### config.mk
export PLATFORM = sky130hd
export DESIGN_NAME = lwf_isqrt
export DESIGN_NICKNAME = d
export VERILOG_FILES = /design/src/sv/lookahead_waypoint_follower_top_defines.svh /design/src/sv/lwf_pkg.sv /design/src/sv/lwf_isqrt.sv
export SDC_FILE = /design/constraint.sdc
export NUM_CORES = 1
export LEC_CHECK = 0
export ABC_CLOCK_PERIOD_IN_PS = 9700
export BUFFER_PORTS_ARGS = -buffer_cell sky130_fd_sc_hd__buf_2
export CORE_MARGIN = 8
export CORE_UTILIZATION = 57
export CTS_CLUSTER_SIZE = 24
export DETAILED_ROUTE_END_ITERATION = 10
export PLACE_DENSITY_LB_ADDON = 0.15
export SYNTH_ARGS = -nofsm -noshare
export SYNTH_HDL_FRONTEND = slang
export SYNTH_SLANG_ARGS = --single-unit
### constraint.sdc
create_clock -name clk -period 9.7 [get_ports clk]
set_clock_uncertainty 0.15 [all_clocks]
set_input_delay 1.455 -clock clk [delete_from_list [all_inputs] [get_ports clk]]
set_output_delay 1.455 -clock clk [all_outputs]
set_load 0.02 [all_outputs]
### src/sv/lookahead_waypoint_follower_top_defines.svh
// Assertion macros shared by the RTL.
`ifndef LOOKAHEAD_WAYPOINT_FOLLOWER_TOP_DEFINES_SVH
`define LOOKAHEAD_WAYPOINT_FOLLOWER_TOP_DEFINES_SVH

`ifndef SYNTHESIS
// antecedent holds -> consequent in the same cycle
`define LWF_ASSERT_IMP(label, ante, cons, msg) \
    label: assert property (@(posedge clk) disable iff (!rst_n) (ante) |-> (cons)) \
        else $error(msg);
// antecedent holds -> consequent in the next cycle
`define LWF_ASSERT_NXT(label, ante, cons, msg) \
    label: assert property (@(posedge clk) disable iff (!rst_n) (ante) |=> (cons)) \
        else $error(msg);
`else
`define LWF_ASSERT_IMP(label, ante, cons, msg)
`define LWF_ASSERT_NXT(label, ante, cons, msg)
`endif

`endif

### src/sv/lwf_pkg.sv
package lwf_pkg;

    localparam int DIST_W = 64;
    localparam int ROOT_W = 32;
    localparam int ACC_W  = 24;
    localparam logic [ACC_W-1:0] ACC_MAX = 24'hFF_FFFF;

    localparam logic [1:0] ACT_WRITE   = 2'd0;
    localparam logic [1:0] ACT_RESTART = 2'd1;
    localparam logic [1:0] ACT_UPDATE  = 2'd2;

    localparam logic REG_PATH_LENGTH = 1'b0;
    localparam logic REG_LOOKAHEAD   = 1'b1;

    typedef struct packed {
        logic              start;
        logic [DIST_W-1:0] radicand;
    } sq_req_t;

    typedef struct packed {
        logic              done;
        logic [ROOT_W-1:0] root;
    } sq_rsp_t;

endpackage

### src/sv/lwf_isqrt.sv
module lwf_isqrt
(
    input  logic             clk,
    input  logic             rst_n,
    input  lwf_pkg::sq_req_t req,
    output lwf_pkg::sq_rsp_t rsp
);
    import lwf_pkg::*;

    logic [DIST_W-1:0] v_reg, v_next;
    logic [DIST_W-1:0] res_reg, res_next;
    logic [DIST_W-1:0] bit_reg, bit_next;
    logic              busy_reg, busy_next;
    logic              done_reg, done_next;
    logic [DIST_W-1:0] trial;

    // one result bit per cycle
    always_comb
    begin
        v_next    = v_reg;
        res_next  = res_reg;
        bit_next  = bit_reg;
        busy_next = busy_reg;
        done_next = 1'b0;
        trial     = res_reg + bit_reg;
        if (req.start)
        begin
            v_next    = req.radicand;
            res_next  = '0;
            bit_next  = DIST_W'(1) << (DIST_W - 2);
            busy_next = 1'b1;
        end
        else if (busy_reg)
        begin
            if (v_reg >= trial)
            begin
                v_next   = v_reg - trial;
                res_next = (res_reg >> 1) + bit_reg;
            end
            else
            begin
                res_next = res_reg >> 1;
            end
            bit_next = bit_reg >> 2;
            if (bit_reg == DIST_W'(1))
            begin
                busy_next = 1'b0;
                done_next = 1'b1;
            end
        end
    end

    always_ff @(posedge clk or negedge rst_n)
    begin
        if (!rst_n)
        begin
            busy_reg <= 1'b0;
            done_reg <= 1'b0;
        end
        else
        begin
            busy_reg <= busy_next;
            done_reg <= done_next;
        end
    end

    always_ff @(posedge clk)
    begin
        v_reg   <= v_next;
        res_reg <= res_next;
        bit_reg <= bit_next;
    end

    assign rsp.done = done_reg;
    assign rsp.root = res_reg[ROOT_W-1:0];

endmodule

==> metrics.txt <==
status=complete, no violations; placed cells=2302; Die Y=181.5 um; Max Cap Viol=0; setup TNS=0 ns; Mean Syn Cell Area=7.818 sq um; vias in the first global route=13986; Synth area leaders=dfxtp_1, edfxtp_1, ha_1; clk sinks=162; Root Buffer=clkbuf_16; Num CTS Buffers=17; measured slew at the worst slew-check pin=1.003 ns; Synth top area share=12.30%; post-DP HPWL=34360 um; clock-pin slew on the worst setup and hold paths=0.07 ns; Largest delay share family, worst path=compound AO/OA/AOI/OAI gates; Routed Antenna Nets=0; CTS Hold Buffers Added=0; max incr delay on CP=0.74 ns; slowest CP cell=buf_4; DRC viols=0; post-synth cell types=92; Slew headroom=32.88%; CP Capture Type=register; Placement Cell Area=15860 sq um; Starting Density=57.96%; drt first pass iters=6; Setup WS post-layout=2.968 ns; design area=16520 sq um; clock latency at the later pin of the worst-skew pair=0.46 ns; Core Footprint=26950 sq um; commonest non-fill, non-tap cell in the layout=nand2_1; first-pass GRT wire length=72950 um; Slew Limit Fails=0; leakage power=0.006656 uW; Worst VDD drop=171.4 uV; Synth Net Count=2196; CP bufs+invs=2; setup violators final=0; ANT cells=0; ys async rst share=1.235%; mapped cell area=15620 sq um; Synth Warn #=0; Post-CTS Setup Repair Bufs=0; Finished Layout Cells=2334; most frequent cells in the layout=nand2_1, nor2_1, o21ai_0; cells after synthesis=1998; Initial DRC Count=1259; pin count of the biggest net entering global routing=77; post-place setup slack=3.097 ns; Synth area leader=dfxtp_1; I/O pin total=100; CTS resizes=0; final wirelength=45660 um; Most used DFF post-synth=dfxtp_1; Vias=14909; wire length per cell=19.56 um; Max Clk Rate=0.1486 GHz; CTS H-tree depth=4; TritonCTS clock tree=done; WS Path Type=reg2reg; number of fill cells=2478; critical-path cell list=ha_1 -> a31oi_1 -> o21bai_1 -> a21o_1 -> a31o_2 -> a311oi_1 -> nor4_1 -> o221ai_1 -> a21oi_1 -> o21ai_0 -> xor2_1 -> ha_1 -> nand4_1 -> inv_1 -> nand3_1 -> nor2_1 -> nand3b_1 -> a21o_1 -> and2_4 -> o21ai_4 -> buf_4; Min-Delay Path Class=reg2reg; Post-synth EDFFs=64; critical path fanouts, max=67; Vias per Instance=6.388; # nets final=2178; chip width=181.5 um; PD cells=284.3 nW/um^2; Seq/Total Area, Yosys=24.93%; Final Power=4695 uW; final global-route overflow total=0; GPL Wtd Cong=0.9416; Final min period=6.732 ns; Longest Clk Path Bufs=2; Rows=60; crit path DAT=6.65 ns; WP data required=9.62 ns; antenna violations before repair=0; unrepaired setup endpoints after global routing=false; Hold Fails Final Rpt=0; Buffers on Ports=99; GRT Total Usage=26.92%; area delta synth->final=5.751%; die area=32960 sq um; final worst path period share=69.40%; Synth Register Bits=162; share of cells above drive strength 1=9.584%; Critical Path Start Type=register
[tightest hold or removal path, cell delays in order (launching register included)]
cell	delay (ns)
dfxtp_1	0.33
nor2_1	0.09
a311oi_1	0.05
[metal layers]
layer  wire length [um]  part of all wire [%]  vias to the layer above  GRT usage, %
met5                  0                     0                        -             0
met4               1840                   4.0                        0         12.00
met3               2405                   5.3                      115         4.271
met2              21800                    48                      512         45.90
met1              19610                    43                     6956         33.02
li1                   -                     -                     7326             -
[synthesized netlist by cell type (5+ instances only)]
library cell and n:
o21ai_0 170, and2_1 15, nor3_1 34, o21a_1 17, a31oi_1 56, clkbuf_1 77, nand3_1 38, buf_4 35
or2_2 6, edfxtp_1 64, xor2_1 83, nor2b_1 16, o21bai_1 26, mux2_2 5, inv_1 40, buf_1 5
o31ai_1 13, nand4_1 48, o211ai_1 6, nor4_1 16, mux2i_1 44, and3_1 11, a221oi_1 12, nand2_1 244
a31o_2 15, a311oi_1 24, buf_2 13, nor2_1 191, a21o_1 43, and4_1 6, o221ai_1 9, dfxtp_1 96
ha_1 130, a21boi_0 8, a21oi_1 143, xnor2_1 67, a211oi_1 34, or4_1 5, nand2b_1 21, or3_1 15
[cell type report]
class                           count  area, sq um  area share [%]
Timing Repair Buffer              104        539.3           3.265
Sequential cell                   162         3897           23.59
Multi-Input combinational cell   1653        10840           65.61
Tap cell                          341        426.7           2.583
Inverter                           42        157.7          0.9544
Clock buffer                       19        475.5           2.878
Clock inverter                     13        183.9           1.113
[through the flow]
stage	util (%)	hold slack, ns
3_5_place_dp	58.84	0.3612
4_1_cts	61.29	0.3646
5_1_grt	61.29	0.3838
2_1_floorplan	-	0.3277
3_3_place_gp	58.84	0.3434
6_report	61.29	0.3655
[worst paths after layout]
kind / slack, ns / start / depth (start not counted) / end
max in group asynchronous: 8.67 / rst_n / 1 / busy_reg
worst min register to register: 0.37 / res_reg[0] / 2 / res_reg[0]
worst max register to register: 2.97 / res_reg[10] / 21 / v_reg[56]
min in group asynchronous: 0.62 / rst_n / 1 / done_reg
worst max-delay path: 2.97 / res_reg[10] / 21 / v_reg[56]
worst min-delay path: 0.37 / res_reg[0] / 2 / res_reg[0]
[where the power goes]
group	total [uW]	switching (uW)	internal, uW
Clock	774	329	445
Sequential	1150	169	985
Combinational	2770	1710	1060
[cell families after synthesis]
| group | Yosys count | synth area share (%) |
|---|---|---|
| and+or+nand+nor | 687 | 20.45 |
| AOI/OAI and AO/OA | 636 | 26.73 |
| adders and majority gates | 131 | 10.54 |
| xor gates and xnor gates | 150 | 8.411 |
| buffers and inverters | 183 | 5.759 |
| muxes | 49 | 3.180 |
| DFF | 162 | 24.93 |
Power figures use the tool's default switching activity.
